--- src/rtl/core/mte_pkg.sv ---
// Shared types and constants of the multi-tap echo filter.
// Used by mte_lane, mte_seq and multi_tap_echo_filter; depends on nothing.
`default_nettype none

package mte_pkg;

  // Parameter defaults
  localparam int CHANNELS_DEF     = 2;
  localparam int RING_SAMPLES_DEF = 262144;
  localparam int MAX_TAPS_DEF     = 4;

  // Item and register field widths
  localparam int DATA_W    = 24;  // Q1.23 samples
  localparam int GAIN_W    = 16;  // Q0.16 tap gains, Q2.14 mixes
  localparam int DELAY_W   = 16;
  localparam int TAPS_W    = 3;
  localparam int RSIZE_W   = 19;
  localparam int CFG_IDX_W = 3;
  localparam int CFG_W     = 19;
  localparam int LANES     = 4;   // samples per item

  // Datapath widths
  localparam int MAC_W     = DATA_W + GAIN_W + 1;  // one tap product
  localparam int ECHO_W    = 42;                   // sum of up to three tap products
  localparam int SPLIT     = 21;                   // echo split for the wet multiply
  localparam int HI_W      = ECHO_W - SPLIT + GAIN_W + 1;
  localparam int LO_W      = SPLIT + GAIN_W;
  localparam int DRY_W     = DATA_W + GAIN_W + 1;
  localparam int ACC_W     = 60;
  localparam int DRY_SHIFT = 16;
  localparam int FRAC_SHIFT = 30;
  localparam int ROW_MATH_W = 18;                  // ring rows, offsets and their sums

  localparam logic [ACC_W-1:0] ROUND_HALF = ACC_W'(1) << (FRAC_SHIFT - 1);

  // Register indexes of the configuration port
  typedef enum logic [CFG_IDX_W-1:0] {
    CFG_DELAY_SAMPLES  = 3'd0,
    CFG_TAP_COUNT      = 3'd1,
    CFG_RING_SIZE      = 3'd2,
    CFG_TAP_GAIN_ONE   = 3'd3,
    CFG_TAP_GAIN_TWO   = 3'd4,
    CFG_TAP_GAIN_THREE = 3'd5,
    CFG_DRY_MIX        = 3'd6,
    CFG_WET_MIX        = 3'd7
  } cfg_idx_t;

  // Register reset values
  localparam logic [RSIZE_W-1:0] RING_SIZE_RST = 19'd4;
  localparam logic [GAIN_W-1:0]  DRY_MIX_RST   = 16'd16384;

  typedef enum logic [1:0] {
    SEQ_IDLE,
    SEQ_TAP,
    SEQ_FLUSH,
    SEQ_DONE
  } seq_state_t;

  // Sequencer to lanes
  typedef struct packed {
    logic load;      // write group into ring, capture dry sample, clear echo
    logic mac_en;    // add delayed sample times tap gain to echo
    logic mul_en;    // form wet and dry products
    logic sum_en;    // add products and rounding constant
    logic res_load;  // result taken into the output register
  } lane_ctl_t;

endpackage

`default_nettype wire

--- src/rtl/core/mte_seq.sv ---
// Sequencer: per-channel ring pointers, write address, tap read addresses and lane control.
// Depends on mte_pkg.
`default_nettype none

module mte_seq #(
  parameter int CHANNELS     = mte_pkg::CHANNELS_DEF,
  parameter int RING_SAMPLES = mte_pkg::RING_SAMPLES_DEF,
  parameter int MAX_TAPS     = mte_pkg::MAX_TAPS_DEF,
  localparam int ROWS = RING_SAMPLES / mte_pkg::LANES,
  localparam int AW   = $clog2(CHANNELS * ROWS)
) (
  input  wire logic                          clk,
  input  wire logic                          rst,
  input  wire logic                          in_valid,
  output logic                               in_stall,
  input  wire logic                          channel,
  input  wire logic                          out_free,
  input  wire logic [mte_pkg::DELAY_W-1:0]   delay_samples,
  input  wire logic [mte_pkg::TAPS_W-1:0]    tap_count,
  input  wire logic [mte_pkg::RSIZE_W-1:0]   ring_size,
  input  wire logic [mte_pkg::GAIN_W-1:0]    tap_gain_one,
  input  wire logic [mte_pkg::GAIN_W-1:0]    tap_gain_two,
  input  wire logic [mte_pkg::GAIN_W-1:0]    tap_gain_three,
  output logic      [AW-1:0]                 wr_addr,
  output logic      [AW-1:0]                 rd_addr,
  output logic      [mte_pkg::GAIN_W-1:0]    gain,
  output mte_pkg::lane_ctl_t                 ctl
);

  localparam int RW   = $clog2(ROWS);
  localparam int CR_W = $clog2(ROWS + 1);
  localparam int CH_W = (CHANNELS > 1) ? $clog2(CHANNELS) : 1;
  localparam int MW   = mte_pkg::ROW_MATH_W;
  localparam int SZ_W = mte_pkg::RSIZE_W - 2;
  localparam logic [AW-1:0]   ROWS_A = AW'(ROWS);
  localparam logic [SZ_W-1:0] ROWS_S = SZ_W'(ROWS);
  localparam logic [1:0]      K_LAST = 2'(MAX_TAPS - 1);
  localparam logic [mte_pkg::TAPS_W-1:0] TAPS_MAX = mte_pkg::TAPS_W'(MAX_TAPS);

  mte_pkg::seq_state_t state, state_next;

  logic [RW-1:0]   write_pos [CHANNELS];
  logic [CR_W-1:0] fill      [CHANNELS];

  logic [CH_W-1:0] ch;
  logic [RW-1:0]   front_new;
  logic [CR_W-1:0] count;
  logic [1:0]      k;
  logic            mac_en;
  logic [mte_pkg::GAIN_W-1:0] mac_gain;
  logic            last1, last2, last3;

  logic            accept;
  logic [CH_W-1:0] ch_in;
  logic [SZ_W-1:0] size_raw;
  logic [SZ_W-1:0] size_clamp;
  logic [MW-1:0]   size;
  logic [MW-1:0]   front_cur;
  logic [MW-1:0]   front_inc;
  logic [MW-1:0]   count_cur;
  logic [MW-1:0]   count_upd;
  logic [MW-1:0]   kd;
  logic [MW-1:0]   off;
  logic [MW-1:0]   fnew;
  logic [MW-1:0]   rd_row;
  logic [mte_pkg::TAPS_W-1:0] taps;
  logic            tap_on;
  logic [mte_pkg::GAIN_W-1:0] tap_gain;

  // Effective ring size in rows of four, and the pointers of the incoming channel
  always_comb begin
    ch_in      = (CHANNELS == 1) ? '0 : CH_W'(channel);
    size_raw   = ring_size[mte_pkg::RSIZE_W-1:2];
    if (size_raw == '0) begin
      size_clamp = SZ_W'(1);
    end else if (size_raw > ROWS_S) begin
      size_clamp = ROWS_S;
    end else begin
      size_clamp = size_raw;
    end
    size       = MW'(size_clamp);
    front_cur  = MW'(write_pos[ch_in]);
    if (front_cur >= size) begin
      front_cur = '0;
    end
    front_inc  = (front_cur + MW'(1) == size) ? '0 : front_cur + MW'(1);
    count_cur  = MW'(fill[ch_in]);
    if (count_cur > size) begin
      count_cur = size;
    end
    count_upd  = (count_cur < size) ? count_cur + MW'(1) : count_cur;
    wr_addr    = AW'(ch_in) * ROWS_A + AW'(front_cur[RW-1:0]);
  end

  // Tap k: offset in rows, activity and read address behind the advanced front
  always_comb begin
    taps = (tap_count > TAPS_MAX) ? TAPS_MAX : tap_count;
    unique case (k)
      2'd1: begin
        kd = MW'(delay_samples);
        tap_gain = tap_gain_one;
      end
      2'd2: begin
        kd = MW'({delay_samples, 1'b0});
        tap_gain = tap_gain_two;
      end
      2'd3: begin
        kd = MW'(delay_samples) + MW'({delay_samples, 1'b0});
        tap_gain = tap_gain_three;
      end
      default: begin
        kd = '0;
        tap_gain = '0;
      end
    endcase
    off    = (kd + MW'(3)) >> 2;
    fnew   = MW'(front_new);
    tap_on = (mte_pkg::TAPS_W'(k) < taps) && (off < MW'(count));
    rd_row = (fnew >= off) ? fnew - off : fnew + size - off;
    rd_addr = AW'(ch) * ROWS_A + AW'(rd_row[RW-1:0]);
  end

  always_comb begin
    state_next   = state;
    accept       = 1'b0;
    ctl.load     = 1'b0;
    ctl.res_load = 1'b0;
    unique case (state)
      mte_pkg::SEQ_IDLE: begin
        if (in_valid && !rst) begin
          accept     = 1'b1;
          ctl.load   = 1'b1;
          state_next = mte_pkg::SEQ_TAP;
        end
      end
      mte_pkg::SEQ_TAP: begin
        if (k == K_LAST) begin
          state_next = mte_pkg::SEQ_FLUSH;
        end
      end
      mte_pkg::SEQ_FLUSH: begin
        if (last3) begin
          state_next = mte_pkg::SEQ_DONE;
        end
      end
      mte_pkg::SEQ_DONE: begin
        if (out_free) begin
          ctl.res_load = 1'b1;
          state_next   = mte_pkg::SEQ_IDLE;
        end
      end
      default: state_next = mte_pkg::SEQ_IDLE;
    endcase
    // hold the input off while busy and during reset
    in_stall   = rst || (state != mte_pkg::SEQ_IDLE);
    ctl.mac_en = mac_en;
    ctl.mul_en = last2;
    ctl.sum_en = last3;
    gain       = mac_gain;
  end

  always_ff @(posedge clk) begin
    if (rst) begin
      state  <= mte_pkg::SEQ_IDLE;
      k      <= 2'd1;
      mac_en <= 1'b0;
      last1  <= 1'b0;
      last2  <= 1'b0;
      last3  <= 1'b0;
      for (int i = 0; i < CHANNELS; i++) begin
        write_pos[i] <= '0;
        fill[i]      <= '0;
      end
    end else begin
      state  <= state_next;
      mac_en <= (state == mte_pkg::SEQ_TAP) && tap_on;
      last1  <= (state == mte_pkg::SEQ_TAP) && (k == K_LAST);
      last2  <= last1;
      last3  <= last2;
      if (state == mte_pkg::SEQ_TAP) begin
        k <= (k == K_LAST) ? 2'd1 : k + 2'd1;
      end
      if (accept) begin
        write_pos[ch_in] <= front_inc[RW-1:0];
        fill[ch_in]      <= count_upd[CR_W-1:0];
      end
    end
  end

  // Item context, no reset needed
  always_ff @(posedge clk) begin
    mac_gain <= tap_gain;
    if (accept) begin
      ch        <= ch_in;
      front_new <= front_inc[RW-1:0];
      count     <= count_upd[CR_W-1:0];
    end
  end

endmodule

`default_nettype wire
--- config.mk ---
export PLATFORM = sky130hd
export DESIGN_NAME = mte_seq
export DESIGN_NICKNAME = d
export VERILOG_FILES = /design/src/rtl/core/mte_pkg.sv /design/src/rtl/core/mte_seq.sv
export SDC_FILE = /design/constraint.sdc
export NUM_CORES = 1
export LEC_CHECK = 0
export BUFFER_PORTS_ARGS = -buffer_cell sky130_fd_sc_hd__buf_2
export CAP_MARGIN = 30
export CORE_AREA = 2 2 186 188
export CTS_BUF_LIST = sky130_fd_sc_hd__clkbuf_8
export CTS_CLUSTER_SIZE = 24
export DETAILED_ROUTE_END_ITERATION = 10
export DIE_AREA = 0 0 188 190
export MAX_ROUTING_LAYER = met4
export PLACE_DENSITY = 0.57
export RECOVER_POWER = 25
export SKIP_LAST_GASP = 1
export SYNTH_ARGS = -nofsm -noshare
export SYNTH_HDL_FRONTEND = slang
export SYNTH_SLANG_ARGS = --single-unit
--- constraint.sdc ---
create_clock -name clk -period 5.6 [get_ports clk]
set_clock_uncertainty 0.1 [all_clocks]
set_input_delay 0.28 -clock clk [delete_from_list [all_inputs] [get_ports clk]]
set_output_delay 0.28 -clock clk [all_outputs]
set_load 0.02 [all_outputs]
Word-level counts from Yosys, hierarchy flattened. Memory sizes are Yosys's and may differ from the RTL's. Cells that the tools add are included.

Register bits: 58. Latch bits: 0. Memory bits (writable): 66. ROM bits: 0. Input port bits: 91. Output and inout port bits: 56. Logic and storage cells: 84. Memories: 2.

$add $sub $neg: 10. $mul: 0. Divide/modulo/power cells: 0. Magnitude comparators: 8. Eq/ne operators: 11. Shift operators: 0. Mux-type cells: 31. Bitwise operators: 0. Reductions and logical operators: 12.

Memories: fill (words 2, bits a word 17, read ports 1, clocked after Yosys merged registers in 0, wr ports 2, RTL line mte_seq.sv:43) `logic [CR_W-1:0] fill [CHANNELS];`; write_pos (words 2, bits a word 16, read ports 1, clocked after Yosys merged registers in 0, wr ports 2, RTL line mte_seq.sv:42) `logic [RW-1:0] write_pos [CHANNELS];`.

Operators with widths (number): two-way mux 17 bit (5); two-way mux 16 bit (4); case mux 18 bit (3 select lines) (1); case mux 16 bit (3 select lines) (1); adder 17 x 16 -> 17 bit (2); subtractor 16 bit (2); adder 16 x 17 -> 18 bit (1); adder 18 x 2 -> 18 bit, second input constant (1); adder 16 x 1 -> 17 bit, second input constant (1); adder 17 x 1 -> 17 bit, second input constant (1); equality test 17 bit (1); greater-or-equal comparator 16 x 17 -> 1 bit (1); greater-than comparator 17 bit (1); greater-than comparator 17 bit, second input constant (1); zero test 17 bit (1); less-than comparator 16 x 17 -> 1 bit (1); less-than comparator 17 bit (1); OR reduction 17 bit (1); adder 16 bit (1); greater-or-equal comparator 16 bit (1); OR reduction 16 bit (1); two-way mux 1 bit (13); two-way mux 2 bit (5); equality test 2 bit, second input constant (4); 13 further kinds (20).

Logic depth before layout (Yosys ltp).
Word-level depth: 9. Mapped depth: 28. Gate-level depth less buffers: 23.

Least setup slack after synthesis. Ideal clock, no wire load.

Path type: input -> register. Start point: in channel. End point: mem fill[1][16] in the netlist's numbering, data pin. Library setup time: 0.147 ns. Arrival time: 5.835 ns. Setup slack: -0.482 ns. Stages on the path: 26. Path buffers: 8. Cells stage by stage: buf_4 -> buf_4 -> buf_2 -> buf_4 -> buf_2 -> mux2_2 -> ha_1 -> a21o_1 -> a21o_1 -> a21o_1 -> o21ai_0 -> nand2_1 -> clkbuf_1 -> buf_1 -> mux2i_1 -> ha_1 -> a21o_1 -> a21o_1 -> a21oi_1 -> o21ai_0 -> a21o_1 -> clkbuf_1 -> nor3b_2 -> nand3_1 -> or3_1 -> a21oi_1.

RTL lines: start, declared (RTL line mte_seq.sv:16) `input wire logic channel,`; end, declared (RTL line mte_seq.sv:43).

Worst setup path after layout.
Start point: in delay_samples[1] in the netlist's numbering. End point: out rd_addr[15].

Cells in the longest elaborated chain, start to end: 6. Elaborated cells between the ends (all ways): 8.

RTL lines: start, declared (RTL line mte_seq.sv:18) `input wire logic [mte_pkg::DELAY_W-1:0] delay_samples,`; adder 16 x 17 -> 18 bit (RTL line mte_seq.sv:108) `kd = MW'(delay_samples) + MW'({delay_samples, 1'b0});`; case mux 18 bit (3 select lines) (*) (RTL line mte_seq.sv:98) `unique case (k)`; adder 18 x 2 -> 18 bit (*) (RTL line mte_seq.sv:116) `off = (kd + MW'(3)) >> 2;`; subtractor 16 bit / greater-or-equal comparator 16 bit (equally long branches) (RTL line mte_seq.sv:119) `rd_row = (fnew >= off) ? fnew - off : fnew + size - off;`; two-way mux 16 bit (*) (RTL line mte_seq.sv:119); adder 17 x 16 -> 17 bit (*) (RTL line mte_seq.sv:120) `rd_addr = AW'(ch) * ROWS_A + AW'(rd_row[RW-1:0]);`; end, declared (RTL line mte_seq.sv:25) `output logic [AW-1:0] rd_addr,`.

Every way passes the cells marked *; elsewhere a longest branch is shown, timed or not.

==> flow_results.org <==
** Worst setup path
- The endpoint identified for the worst register-to-register timing path is count[16].
- Register-to-Register Setup Slack :: around 450 ps
- Length in cells of the worst reg-to-reg path :: 20
- Launch point of the worst path :: delay_samples[1]
- Critical path fanouts, max :: 3
- Startpoint of the worst-slack reg-to-reg timing path :: fill[0][4]
- Critical path start-end classification :: primary input to output port
- Critical path data required time :: 5220 ps
- At the worst endpoint, the arrival time is 5130 ps.
- Worst setup EP type :: output port
- Startpoint kind of the worst setup timing path :: primary input
- Following the worst setup path forward leads to its endpoint at rd_addr[15].

** Floorplanning
- Area of the core region :: approximately 0.034 mm2
- Starting density of the core :: between 30% and 40%
- Number of core rows :: around 70
- The die is 188 um wide.
- Chip height :: 190 um
- Number of primary I/O pins :: between 100 and 150
- The die covers around 0.036 mm2.

** Final layout
- Post-layout instance count excluding filler cells :: approximately 2100
- The post-route netlist has a little over a quarter of its cells at a drive strength greater than 1.
- Relative area change from synthesis to final layout :: 30.9%
- In the final design database the tool counted ~1900 nets.
- Inserted Diodes :: 0
- Cells fill 44.9% of the core in the end.
- The filler cells instantiated in the layout total ~3300.

** Power
- Internal power :: approximately 4000 uW
- Logic gate share of total power :: a little over two thirds
- Max rail drop VDD :: 230 uV
- The share of total power dissipated in sequential elements is between 10% and 20%.
- Pwr/cell area :: just under 500 mW/mm2
- The analysis attributes to net switching a power of around 3400 uW.
- Switching part of the total :: a little under half
- Leak pwr :: about 0.007 uW
- The clock network is responsible for 12.2% of the overall power.

** GRT
- Overflow left after global routing :: 0
- Global routing usage summed across all routing layers :: between 20% and 30%
- The number of antenna violations at the first check in global routing is 0.
- The first global-routing pass estimated 57900 um of wire.
- Entering global routing, the biggest net connects 49 pins.
- The number of global-route vias before repair came to about 11000.

** Clock network
- Counting the buffers created by CTS gives 17.
- TritonCTS built the clock tree.
- The root buffer cell chosen for the clock tree is sky130_fd_sc_hd__clkbuf_8.
- The clock net in this run drives a total of about 120 sinks.
- Clock-pin slew on the worst setup and hold paths :: roughly 80 ps
- The H-tree was split into 4 levels.
- Maximum clock insertion buffer count :: 2
- Insertion delay of the later-clocked pin in the worst-skew pair :: roughly 460 ps

** STA
- Unrepaired setup endpoints after global routing :: true
- Minimum clock period :: about 5500 ps
- The final count of pins violating max slew came to 37.
- Setup-violating endpoint count in the final report :: 0
- Of the available clock period, the critical path in the final layout requires between 90% and 100%.
- Hold violation count in the final report :: 0
- At the pin with the least slew margin, the transition time is about 1800 ps.
- Based on the critical path, the design can be clocked at up to between 150 and 200 MHz.
- Measured against its own limit, the worst slew margin works out to -20.7%.

** Synth
- Post-Syn Nets :: between 1500 and 2000
- Flops & latches, synth :: 124
- Synthesis produced a netlist whose cell count is 1300.
- Sequential elements use around 30% of the synthesized area.
- Yosys synthesis warning count :: 0
- Main area contributors after synthesis :: sky130_fd_sc_hd__edfxtp_1 (26%), sky130_fd_sc_hd__ha_1 (13%), sky130_fd_sc_hd__nor2_1 (4.4%)
- The number of different library cells used by synthesis comes to a little under 90.
- The most used flip-flop cell after synthesis is sky130_fd_sc_hd__edfxtp_1.
- Synthesized area divided by synthesized cell count :: ~9.0 um2
- Share of the synthesized area in the top cell type :: 25.8%
- Of all flip-flops after synthesis, the portion carrying an async set or reset was 0%.
- Post-synthesis cell type with the largest combined area :: sky130_fd_sc_hd__edfxtp_1
- The synthesized netlist occupies a cell area of about 0.012 mm2.
- Yosys mapped a number of flops with a built-in enable equal to 100.

** Drt
- Number of detailed-route iterations in the first pass :: 8
- Routed wire length :: between 30000 and 40000 um
- The detail route stage leaves a number of antenna-violating nets equal to 0.
- Vias :: approximately 11000
- The detailed router finished its first iteration with between 900 and 1000 violations.
- Post-DR vias/cell :: around 5.4
- Detailed-route wire length per cell :: about 18 um
- After detailed routing, the number of remaining DRC violations is 0.

** Worst hold path
- The min-delay analysis places its worst path in the category primary input to flop.

** Placement
- Port buffering added between 100 and 150 buffers.
- The number of placed instances, taps included, is ~2000.
- Final HPWL DP :: 29100 um
- Final weighted congestion in routability-driven placement :: just over 0.9

** Status
- The final reports fail on max-capacitance violations, max-slew violations.
- The run finished, with violations left.

** Flow run
- Max-cap check violation count :: 1
[routing by layer]
layer	GRT usage (%)	vias up	wire length (um)
met1	28.2	5371	17100
met2	33.7	330	17600
met4	5.94	0	773
met5	-	-	0
met3	2.12	59	1880
li1	-	5438	-
[repair_timing]
action                                 4_1_cts  5_1_grt
pin swaps                                    2       17
gates resized for setup                     23       63
endpoints found under the hold margin       16        0
gates cloned                                 0        0
setup endpoints to repair                   16       87
hold buffers                                32        0
setup buffers                                1        8
[cells in the final DEF, fill, tap and decap left out, types with 8 or more instances in the layout]
master,instances
sky130_fd_sc_hd__buf_4,173
sky130_fd_sc_hd__nor2_1,132
sky130_fd_sc_hd__inv_1,118
sky130_fd_sc_hd__buf_2,115
sky130_fd_sc_hd__ha_1,113
sky130_fd_sc_hd__edfxtp_1,100
sky130_fd_sc_hd__nand2_1,68
sky130_fd_sc_hd__a21oi_1,60
sky130_fd_sc_hd__xnor2_1,46
sky130_fd_sc_hd__nor3_1,39
sky130_fd_sc_hd__mux2i_1,38
sky130_fd_sc_hd__o21ai_0,37
sky130_fd_sc_hd__dlygate4sd3_1,32
sky130_fd_sc_hd__a21o_1,31
sky130_fd_sc_hd__nand4_1,28
sky130_fd_sc_hd__nand3_1,27
sky130_fd_sc_hd__nor4_1,23
sky130_fd_sc_hd__clkbuf_1,23
sky130_fd_sc_hd__xor2_1,22
sky130_fd_sc_hd__dfxtp_1,22
sky130_fd_sc_hd__nor2b_1,20
sky130_fd_sc_hd__a222oi_1,18
sky130_fd_sc_hd__mux2_2,18
sky130_fd_sc_hd__fa_1,17
sky130_fd_sc_hd__clkbuf_8,17
sky130_fd_sc_hd__a22oi_1,15
sky130_fd_sc_hd__nand2b_1,14
sky130_fd_sc_hd__and2_1,12
sky130_fd_sc_hd__and3_1,12
sky130_fd_sc_hd__or3_1,10
sky130_fd_sc_hd__ha_4,9
sky130_fd_sc_hd__o21a_1,8
sky130_fd_sc_hd__or2_2,8
[flip-flops by register name (all words and copies together), names as in the netlist]
name	count
count	17
last3	1
state	2
k	2
last1	1
mac_en	1
last2	1
write_pos	32
front_new	16
ch	1
gain	16
fill	34
[layout make-up]
class                           instances  area (um2)  area share [%]
Multi-Input combinational cell       1003        7870            51.6
Sequential cell                       124        3490            22.9
Timing Repair Buffer                  352        2420            15.8
Tap cell                              455         569            3.73
Inverter                              121         454            2.98
Clock buffer                           17         234            1.53
Clock inverter                         15         214            1.40
[power groups by stage]
stage	Clock, uW	Sequential [uW]	Combinational (uW)
2_1_floorplan	0	1340	3030
3_3_place_gp	0	1270	4770
3_5_place_dp	0	1280	4810
4_1_cts	919	1270	4990
5_1_grt	959	1290	5740
6_report	904	1270	5240
[kinds of logic (layout without fill, tap and decap cells)]
group | after synthesis | in the layout | share of synthesized area (%)
flip-flops | 124 | 124 | 29.9
adder cells (fa/ha/maj) | 140 | 140 | 16.1
multiplexers | 60 | 60 | 5.36
AO/OA/AOI/OAI | 282 | 282 | 17.0
XOR/XNOR | 72 | 72 | 5.42
buffers and inverters | 173 | 505 | 6.20
AND/OR/NAND/NOR | 449 | 449 | 20.0
[metrics by stage]
stage	hold WS, ps	instance area, um2	TNS (ps)	power, uW	setup WS [ps]
after detailed placement	334	14000	-1110	6090	-137
after global placement	321	14000	-470	6050	-85.1
after global routing	45.4	15200	-263	7990	-135
final	47.3	15200	0	7420	86.4
after floorplan	279	11700	0	4370	34.5
after CTS	18.6	14900	0	7170	4.28
[worst max-delay path: stages]
cell,delay (ps)
sky130_fd_sc_hd__buf_4,140
sky130_fd_sc_hd__ha_4,150
sky130_fd_sc_hd__buf_4,120
sky130_fd_sc_hd__a211o_1,310
sky130_fd_sc_hd__a2111o_1,510
sky130_fd_sc_hd__a2111oi_4,380
sky130_fd_sc_hd__or3_1,170
sky130_fd_sc_hd__a31oi_2,90
sky130_fd_sc_hd__or2_1,270
sky130_fd_sc_hd__or4_4,560
sky130_fd_sc_hd__or3_4,400
sky130_fd_sc_hd__nand2_4,130
sky130_fd_sc_hd__fa_1,420
sky130_fd_sc_hd__ha_1,320
sky130_fd_sc_hd__a211o_1,260
sky130_fd_sc_hd__nand3_1,80
sky130_fd_sc_hd__nand4_1,150
sky130_fd_sc_hd__xnor2_2,210
sky130_fd_sc_hd__buf_4,170
[worst min-delay path by stage]
stage / start / endpoint / slack [ps] / depth (start not counted)
after global routing: rst / k[1] / 50 / 2
final: rst / k[1] / 50 / 2
after floorplan: channel / ch / 280 / 0
after global placement: last1 / last2 / 320 / 1
after detailed placement: last1 / last2 / 330 / 1
after CTS: rst / k[1] / 20 / 2
[Yosys cell counts, drive strengths merged (24+ instances only)]
master,count
a21o,33
a21oi,67
buf,25
clkbuf,27
dfxtp,24
edfxtp,100
ha,123
inv,120
mux2i,41
nand2,71
nand3,28
nand4,29
nor2,137
nor3,42
o21ai,42
xnor2,47
xor2,25
Note: power is estimated with default switching activity, not from simulation.
